[config.mk]
export PLATFORM = sky130hd
export DESIGN_NAME = nolock_inode_match_table_top
export DESIGN_NICKNAME = d
export VERILOG_FILES = /design/src/rtl/nimt_pkg.sv /design/src/rtl/nimt_table_mem.sv /design/src/rtl/nimt_regs.sv /design/src/rtl/nolock_inode_match_table_top.sv
export SDC_FILE = /design/constraint.sdc
export NUM_CORES = 2
export LEC_CHECK = 0
export ABC_AREA = 1
export BUFFER_PORTS_ARGS = -buffer_cell sky130_fd_sc_hd__buf_4
export CORE_MARGIN = 2
export CORE_UTILIZATION = 58
export CTS_BUF_LIST = sky130_fd_sc_hd__clkbuf_4 sky130_fd_sc_hd__clkbuf_8
export DETAILED_ROUTE_END_ITERATION = 7
export PLACE_DENSITY = 0.79
export SYNTH_ARGS = -nofsm -noshare
export SYNTH_HDL_FRONTEND = slang
export SYNTH_SLANG_ARGS = --single-unit
export TNS_END_PERCENT = 1
[constraint.sdc]
create_clock -name clk -period 14.68 [get_ports clk]
set_input_delay 2.202 -clock clk [delete_from_list [all_inputs] [get_ports clk]]
set_output_delay 2.202 -clock clk [all_outputs]
set_load 0.02 [all_outputs]
[src/rtl/nimt_pkg.sv]
// Shared types and codes for the lock-free inode match table.
// No dependencies; imported by every module of the block.
package nimt_pkg;

  // Field widths fixed by the item format
  localparam int unsigned DEV_W   = 64;
  localparam int unsigned INO_W   = 64;
  localparam int unsigned EXTID_W = 64;
  localparam int unsigned STAT_W  = 2;

  // Configuration port
  localparam int unsigned CFG_DATA_W = 64;
  localparam int unsigned CFG_ADDR_W = 5;

  // Register indexes (byte address is 8 * index)
  localparam logic [1:0] REG_ALL_FILES_FREE  = 2'd0;
  localparam logic [1:0] REG_ALL_DIRS_FREE   = 2'd1;
  localparam logic [1:0] REG_LOCK_FREE_EXTID = 2'd2;

  // Operation codes
  localparam logic OP_LOOKUP = 1'b0;
  localparam logic OP_INSERT = 1'b1;

  // Status codes
  localparam logic [STAT_W-1:0] STAT_LOOKUP_DONE = 2'd0;
  localparam logic [STAT_W-1:0] STAT_INSERTED    = 2'd1;
  localparam logic [STAT_W-1:0] STAT_PRESENT     = 2'd2;
  localparam logic [STAT_W-1:0] STAT_FULL        = 2'd3;

  // One stored pair
  typedef struct packed {
    logic [DEV_W-1:0] device;
    logic [INO_W-1:0] inode;
  } entry_t;

  // Configuration registers as seen by the match logic
  typedef struct packed {
    logic               all_files_free;
    logic               all_dirs_free;
    logic [EXTID_W-1:0] lock_free_extid;
  } cfg_t;

endpackage

[src/rtl/nimt_table_mem.sv]
// Entry store: synchronous memory of (device, inode) pairs, one write and one
// read port, read data registered. Depends on nimt_pkg.
module nimt_table_mem #(
  parameter int unsigned DEPTH = 16,
  parameter int unsigned IDX_W = 4
) (
  input  logic                 clk,
  input  logic                 wr_en,
  input  logic [IDX_W-1:0]     wr_addr,
  input  nimt_pkg::entry_t     wr_data,
  input  logic                 rd_en,
  input  logic [IDX_W-1:0]     rd_addr,
  output nimt_pkg::entry_t     rd_data
);
  import nimt_pkg::*;

  entry_t mem [DEPTH];
  entry_t rd_data_r;

  // Write port
  always_ff @(posedge clk) begin
    if (wr_en) begin
      mem[wr_addr] <= wr_data;
    end
  end

  // Read port, read data registered
  always_ff @(posedge clk) begin
    if (rd_en) begin
      rd_data_r <= mem[rd_addr];
    end
  end

  assign rd_data = rd_data_r;

endmodule

[src/rtl/nimt_regs.sv]
// Configuration registers behind an APB-style port with 64-bit data.
// Depends on nimt_pkg for register indexes and the cfg_t bundle.
module nimt_regs (
  input  logic                              clk,
  input  logic                              rst_n,
  input  logic                              psel,
  input  logic                              penable,
  input  logic                              pwrite,
  input  logic [nimt_pkg::CFG_ADDR_W-1:0]   paddr,
  input  logic [nimt_pkg::CFG_DATA_W-1:0]   pwdata,
  output logic [nimt_pkg::CFG_DATA_W-1:0]   prdata,
  output logic                              pready,
  output nimt_pkg::cfg_t                    cfg
);
  import nimt_pkg::*;

  logic               all_files_free_r;
  logic               all_dirs_free_r;
  logic [EXTID_W-1:0] lock_free_extid_r;
  logic               wr_stb;
  logic [1:0]         reg_idx;

  assign pready  = 1'b1;
  assign reg_idx = paddr[4:3];
  assign wr_stb  = psel & penable & pwrite;

  // Register writes; unknown indexes are dropped
  always_ff @(posedge clk) begin
    if (!rst_n) begin
      all_files_free_r  <= 1'b0;
      all_dirs_free_r   <= 1'b0;
      lock_free_extid_r <= '0;
    end else if (wr_stb) begin
      case (reg_idx)
        REG_ALL_FILES_FREE:  all_files_free_r  <= pwdata[0];
        REG_ALL_DIRS_FREE:   all_dirs_free_r   <= pwdata[0];
        REG_LOCK_FREE_EXTID: lock_free_extid_r <= pwdata[EXTID_W-1:0];
        default: ;
      endcase
    end
  end

  // Read-back mux
  always_comb begin
    case (reg_idx)
      REG_ALL_FILES_FREE:  prdata = {{(CFG_DATA_W-1){1'b0}}, all_files_free_r};
      REG_ALL_DIRS_FREE:   prdata = {{(CFG_DATA_W-1){1'b0}}, all_dirs_free_r};
      REG_LOCK_FREE_EXTID: prdata = lock_free_extid_r;
      default:             prdata = '0;
    endcase
  end

  assign cfg.all_files_free  = all_files_free_r;
  assign cfg.all_dirs_free   = all_dirs_free_r;
  assign cfg.lock_free_extid = lock_free_extid_r;

endmodule

[src/rtl/nolock_inode_match_table_top.sv]
// Lock-free inode match table, top level: scan sequencer, output register.
// Depends on nimt_pkg, nimt_regs and nimt_table_mem.
//
// Usage
//   Input channel (in_*): one word per file, either a lookup or an insert.
//   Result channel (out_*): exactly one word per input word, in order.
//   Both channels use valid/stall; a word moves when valid is high and stall is
//   low. Configuration is written through the APB-style port (psel/penable/...)
//   at byte addresses 0, 8 and 16, by the user only while idle (not enforced).
// Timing
//   An item is taken one at a time. It is held while the stored entries
//   are read one per cycle from the entry memory (single read port, read
//   data registered), stopping at the first match. When a force flag
//   matches or the table is empty, the scan is skipped and the item goes
//   straight to the finish step.
// Reset
//   rst_n clears the registers, the entry count and the output valid; the
//   entry memory itself is not cleared, unwritten entries are never read.
// Stall
//   A finished result sits in the output register; a new item can be
//   scanned meanwhile, but its result waits until the old word is taken.
module nolock_inode_match_table_top #(
  parameter int unsigned TABLE_DEPTH = 16
) (
  input  logic                              clk,
  input  logic                              rst_n,
  // input channel
  input  logic                              in_valid,
  output logic                              in_stall,
  input  logic                              in_op,
  input  logic [nimt_pkg::DEV_W-1:0]        in_device,
  input  logic [nimt_pkg::INO_W-1:0]        in_inode,
  input  logic                              in_is_directory,
  input  logic [nimt_pkg::EXTID_W-1:0]      in_incoming_extid,
  // result channel
  output logic                              out_valid,
  input  logic                              out_stall,
  output logic                              out_lock_free,
  output logic [nimt_pkg::EXTID_W-1:0]      out_result_extid,
  output logic [nimt_pkg::STAT_W-1:0]       out_status,
  // configuration port
  input  logic                              psel,
  input  logic                              penable,
  input  logic                              pwrite,
  input  logic [nimt_pkg::CFG_ADDR_W-1:0]   paddr,
  input  logic [nimt_pkg::CFG_DATA_W-1:0]   pwdata,
  output logic [nimt_pkg::CFG_DATA_W-1:0]   prdata,
  output logic                              pready
);
  import nimt_pkg::*;

  localparam int unsigned IDX_W = (TABLE_DEPTH > 1) ? $clog2(TABLE_DEPTH) : 1;
  localparam int unsigned CNT_W = $clog2(TABLE_DEPTH + 1);
  localparam logic [CNT_W-1:0] FULL_CNT = CNT_W'(TABLE_DEPTH);

  typedef enum logic [1:0] {
    S_IDLE,
    S_SCAN,
    S_FINISH
  } state_t;

  cfg_t cfg;

  state_t             state_r, state_nxt;
  logic [CNT_W-1:0]   count_r, count_nxt;
  logic [CNT_W-1:0]   scan_idx_r, scan_idx_nxt;
  logic               rd_pend_r, rd_pend_nxt;
  logic               hit_r, hit_nxt;
  logic               out_valid_r, out_valid_nxt;

  // held item
  logic               op_r;
  logic [DEV_W-1:0]   dev_r;
  logic [INO_W-1:0]   ino_r;
  logic [EXTID_W-1:0] inc_r;

  // output payload
  logic               out_lock_free_r;
  logic [EXTID_W-1:0] out_result_extid_r;
  logic [STAT_W-1:0]  out_status_r;

  logic               in_acc;
  logic               forced;
  logic               rd_en;
  logic               ent_match;
  logic               out_free;
  logic               mem_we;
  logic               do_load;
  entry_t             rd_data;
  entry_t             wr_data;

  nimt_regs u_regs (
    .clk     (clk),
    .rst_n   (rst_n),
    .psel    (psel),
    .penable (penable),
    .pwrite  (pwrite),
    .paddr   (paddr),
    .pwdata  (pwdata),
    .prdata  (prdata),
    .pready  (pready),
    .cfg     (cfg)
  );

  nimt_table_mem #(
    .DEPTH (TABLE_DEPTH),
    .IDX_W (IDX_W)
  ) u_mem (
    .clk     (clk),
    .wr_en   (mem_we),
    .wr_addr (count_r[IDX_W-1:0]),
    .wr_data (wr_data),
    .rd_en   (rd_en),
    .rd_addr (scan_idx_r[IDX_W-1:0]),
    .rd_data (rd_data)
  );

  assign in_stall = (state_r != S_IDLE);
  assign in_acc   = in_valid & (state_r == S_IDLE);
  assign forced   = cfg.all_files_free | (in_is_directory & cfg.all_dirs_free);

  // Scan: one read issued per cycle, compare the word read last cycle
  assign rd_en     = (state_r == S_SCAN) && (scan_idx_r < count_r);
  assign ent_match = rd_pend_r && (rd_data.inode == ino_r) &&
                     ((rd_data.device == '0) || (rd_data.device == dev_r));

  assign out_free = !out_valid_r || !out_stall;
  assign do_load  = (state_r == S_FINISH) && out_free;
  assign mem_we   = do_load && (op_r == OP_INSERT) && !hit_r && (count_r != FULL_CNT);
  assign wr_data.device = dev_r;
  assign wr_data.inode  = ino_r;

  // Next-state logic
  always_comb begin
    state_nxt     = state_r;
    count_nxt     = count_r;
    scan_idx_nxt  = scan_idx_r;
    rd_pend_nxt   = 1'b0;
    hit_nxt       = hit_r;
    out_valid_nxt = out_valid_r && out_stall;
    case (state_r)
      S_IDLE: begin
        if (in_valid) begin
          hit_nxt      = forced;
          scan_idx_nxt = '0;
          state_nxt    = (forced || (count_r == '0)) ? S_FINISH : S_SCAN;
        end
      end
      S_SCAN: begin
        rd_pend_nxt = rd_en;
        if (rd_en) begin
          scan_idx_nxt = scan_idx_r + CNT_W'(1);
        end
        if (ent_match) begin
          hit_nxt   = 1'b1;
          state_nxt = S_FINISH;
        end else if (!rd_en) begin
          state_nxt = S_FINISH;
        end
      end
      S_FINISH: begin
        if (out_free) begin
          out_valid_nxt = 1'b1;
          state_nxt     = S_IDLE;
          if (mem_we) begin
            count_nxt = count_r + CNT_W'(1);
          end
        end
      end
      default: state_nxt = S_IDLE;
    endcase
  end

  // State and registered outputs
  always_ff @(posedge clk) begin
    if (!rst_n) begin
      state_r     <= S_IDLE;
      count_r     <= '0;
      scan_idx_r  <= '0;
      rd_pend_r   <= 1'b0;
      hit_r       <= 1'b0;
      out_valid_r <= 1'b0;
    end else begin
      state_r     <= state_nxt;
      count_r     <= count_nxt;
      scan_idx_r  <= scan_idx_nxt;
      rd_pend_r   <= rd_pend_nxt;
      hit_r       <= hit_nxt;
      out_valid_r <= out_valid_nxt;
    end
  end

  // Item capture and result payload
  always_ff @(posedge clk) begin
    if (in_acc) begin
      op_r  <= in_op;
      dev_r <= in_device;
      ino_r <= in_inode;
      inc_r <= in_incoming_extid;
    end
    if (do_load) begin
      out_lock_free_r <= hit_r;
      if (op_r == OP_LOOKUP) begin
        out_result_extid_r <= ((inc_r == '0) && hit_r) ? cfg.lock_free_extid : inc_r;
        out_status_r       <= STAT_LOOKUP_DONE;
      end else begin
        out_result_extid_r <= '0;
        if (hit_r) begin
          out_status_r <= STAT_PRESENT;
        end else if (count_r == FULL_CNT) begin
          out_status_r <= STAT_FULL;
        end else begin
          out_status_r <= STAT_INSERTED;
        end
      end
    end
  end

  assign out_valid        = out_valid_r;
  assign out_lock_free    = out_lock_free_r;
  assign out_result_extid = out_result_extid_r;
  assign out_status       = out_status_r;

  // Checks
  a_count_bound: assert property (@(posedge clk) disable iff (!rst_n)
    count_r <= FULL_CNT)
    else $error("entry count beyond table depth");

  a_write_not_full: assert property (@(posedge clk) disable iff (!rst_n)
    mem_we |-> (count_r < FULL_CNT) && !hit_r)
    else $error("entry written into full table or on a match");

  a_count_step: assert property (@(posedge clk) disable iff (!rst_n)
    mem_we |=> count_r == $past(count_r) + CNT_W'(1))
    else $error("entry count did not advance after write");

  a_result_from_finish: assert property (@(posedge clk) disable iff (!rst_n)
    (!out_valid_r ##1 out_valid_r) |-> $past(state_r == S_FINISH))
    else $error("result word raised outside finish step");

endmodule
==> impl_metrics.tcl <==
set metrics [dict create \
    wl_um 249000 \
    synth_fp_nets 7563 \
    hold_viol_final 0 \
    drc 0 \
    power_density_nw_per_um2 149 \
    synthMuxAreaShare_pct 0 \
    fill_cells 11200 \
    timing.final.crit_share_pct 38.6 \
    ctsResizeCount 0 \
    final_cells 10200 \
    grt_first_pass_wirelength_um 368000 \
    cp_top_family "buffers and inverters" \
    ys_ff_latch 2517 \
    r2r_slack_ns 10.09 \
    hp-start "hit_r$_SDFFE_PN0P_" \
    synthXorXnorAreaFrac_pct 0.333 \
    worst_pin_slew_ns 1.29 \
    grt_pass1_vias 61900 \
    num_rows 150 \
    synth_simple_gate_area_share_pct 8.46 \
    antenna_found_initial 8 \
    cts-root-buf "clkbuf_8" \
    cp_cell_sequence "buf_4 -> inv_1 -> nor2_1 -> inv_2 -> buf_4 -> nor2_1 -> buf_4" \
    yosys_warnings 0 \
    min_period_ns 5.67 \
    dp.cells 9522 \
    synth_compound_gate_area_share_pct 11.0 \
    start_util_pct 58.3 \
    die_y_um 414 \
    start_kind "input port" \
    synth_flop_cell "edfxtp_1" \
    cp_common_cell "buf_4" \
    drive_gt1_share_pct 14.2 \
    critical_path_buf_inv_count 5 \
    drtPass1Iterations 6 \
    core_um2 167000 \
    seq_area_frac_synth_pct 76.8 \
    grt.overflow.total 0 \
    synth_area_leader_cell "edfxtp_1" \
    cts.clk_slew.worst_paths_ns 0.06 \
    multi_input_area_um2 19500 \
    hold_path.class "reg -> reg" \
    post_cts_buffers 0 \
    ir_worst_vdd_v 0.000126 \
    numPortBuffers 399 \
    synth_area_um2 97300 \
    final.setup.tns_ns 0 \
    synth_edf_count 2436 \
    holdPathEnd "out_lock_free$_DFFE_PP_" \
    reg2reg_from "count_r[3]$_SDFFE_PN0P_" \
    io_pins 404 \
    num_vias 64100 \
    clock_path_buffers 4 \
    r2r_cells 11 \
    timing.fmax_ghz 0.176 \
    numCtsBuffers 400 \
    final_nets 7999 \
    hold_depth 0 \
    slowest_delay_ns 0.51 \
    r2r_end "u_mem.mem[1][0]$_DFFE_PP_" \
    htree_levels 5 \
    routabilityCongestion 0.841 \
    dp_hpwl_um 124000 \
    cp_slowest_cell "buf_4" \
    grt_max_degree 280 \
    cp-end-kind "primary output" \
    final-seq-area_um2 74800 \
    ant_nets 0 \
    post_drt_wl_per_cell_um 24.4 \
    grtUsageTotal_pct 28.5 \
    yosys.area_share.adder_pct 0.116 \
    dr.first_iter.drc_count 8559 \
    area_growth_pct 12.5 \
    finalMaxSlewViolations 0 \
    synth_top_family_by_area "compound AO/OA/AOI/OAI gates" \
    critPathArrivalTime_ns 3.47 \
    avgSynthCellArea_um2 13.4 \
    outcome "finished, final reports clean" \
    setup_viol 0 \
    finClkSkew_ns 0.106 \
    cap_violations 0 \
    synth_most_common_cell "edfxtp_1" \
    cts.sinks 2517 \
    slew_headroom_pct 14.2 \
    synth_cells 7284 \
    clk_latency_ns 1.10 \
    synth.distinct_cells 37 \
    critPathKind "in -> out" \
    die_area_um2 171000 \
    viasPerCell 6.28 \
    synth_top_area_share_pct 75.2 \
    grt_setup_unrepaired "false" \
    die_w_um 414 \
    critPathMaxFanout 64 \
    cellLeakagePower_nw 37.1 \
    asyncSetResetFlopFracSynth_pct 0 \
    synth_common_cells "edfxtp_1, nor2_1, o21ai_0" \
    cts_tree "yes" \
    worstPathRequired_ns 12.48 \
    synth.area.top_cells "edfxtp_1, o21ai_0, nor2_1" \
    ctsHoldBuffers 0 \
]
## power breakdown
group | internal, mW | switching, mW
clock network | 3.03 | 2.62
registers | 8.38 | 0.308
logic | 0.584 | 1.36
## layer usage
layer	wire (µm)	share of wire (%)	global-route usage [%]
met4	10400	4.2	13.9
met1	91300	37	38.3
met3	28000	11	4.79
met5	0	0	0
met2	120000	48	45.8
## through the flow
step	utilization (%)	cell area, µm²	total power, mW	setup slack, ns	hold slack [ns]
2_1_floorplan	-	97300	10.1	0.471	0.431
3_3_place_gp	61.1	102000	10.6	8.64	0.454
3_5_place_dp	61.1	102000	10.7	8.58	0.464
4_1_cts	65.6	109000	16.3	9.06	0.478
5_1_grt	65.6	109000	16.9	8.94	0.495
6_report	65.6	109000	16.3	9.01	0.471
## cells in the final DEF (no fill, tap or decap), drive strengths merged
master | synthesis | final
o221ai | 208 | 208
a2111oi | 1 | 1
nor4 | 19 | 19
a211oi | 2 | 2
conb | 1 | 1
dfxtp | 81 | 81
a21oi | 142 | 142
nand3 | 230 | 230
edfxtp | 2436 | 2436
nor3 | 12 | 12
nand2 | 548 | 548
o31ai | 1 | 1
nor2 | 1238 | 1238
o211ai | 49 | 49
diode | 0 | 11
a31oi | 3 | 3
clkbuf | 312 | 549
ha | 9 | 9
o22ai | 306 | 306
bufinv | 0 | 5
clkinvlp | 0 | 5
or2 | 10 | 10
inv | 315 | 321
clkinv | 1 | 110
o21ai | 1159 | 1159
xnor2 | 16 | 16
buf | 147 | 493
xor2 | 21 | 21
nand4 | 17 | 17
## registers in the layout, summed over array words and instances, names as in the netlist, 2 cells and up
register                  cells
inc_r                        64
ino_r                        64
out_result_extid             64
state_r                       2
scan_idx_r                    5
u_regs.lock_free_extid_r     64
u_mem.mem                  2048
out_status                    2
u_mem.rd_data               128
dev_r                        64
count_r                       5
## cell families (layout without fill, tap and decap cells)
group	count (synthesis)	after routing
simple gates	2074	2074
other cells	1	12
xor+xnor	37	37
fa+ha+maj	9	9
compound gates	1871	1871
flops	2517	2517
buf+inv	775	1483
## area by class of cell
type                            instances  area share (%)
Tap cell                             2204            2.52
Multi-Input combinational cell       3992            17.8
Inverter                              316            1.13
Clock inverter                        125           0.639
Antenna cell                           11          0.0251
Clock buffer                          549            6.14
Timing Repair Buffer                  493            3.44
Sequential cell                      2517            68.3
## how the worst max path moves through the flow
| stage | slack, ns | cells after the start | start | endpoint |
|---|---|---|---|---|
| global route | 8.94 | 7 | paddr[4] | prdata[11] |
| floorplan | 0.47 | 3 | out_stall | u_mem.mem[8][0]$_DFFE_PP_ |
| global placement | 8.64 | 9 | out_stall | u_mem.mem[1][2]$_DFFE_PP_ |
| CTS | 9.06 | 7 | paddr[4] | prdata[11] |
| detailed placement | 8.58 | 9 | out_stall | u_mem.mem[1][2]$_DFFE_PP_ |
| finish | 9.01 | 7 | paddr[4] | prdata[11] |
Power figures use the tool's default switching activity.
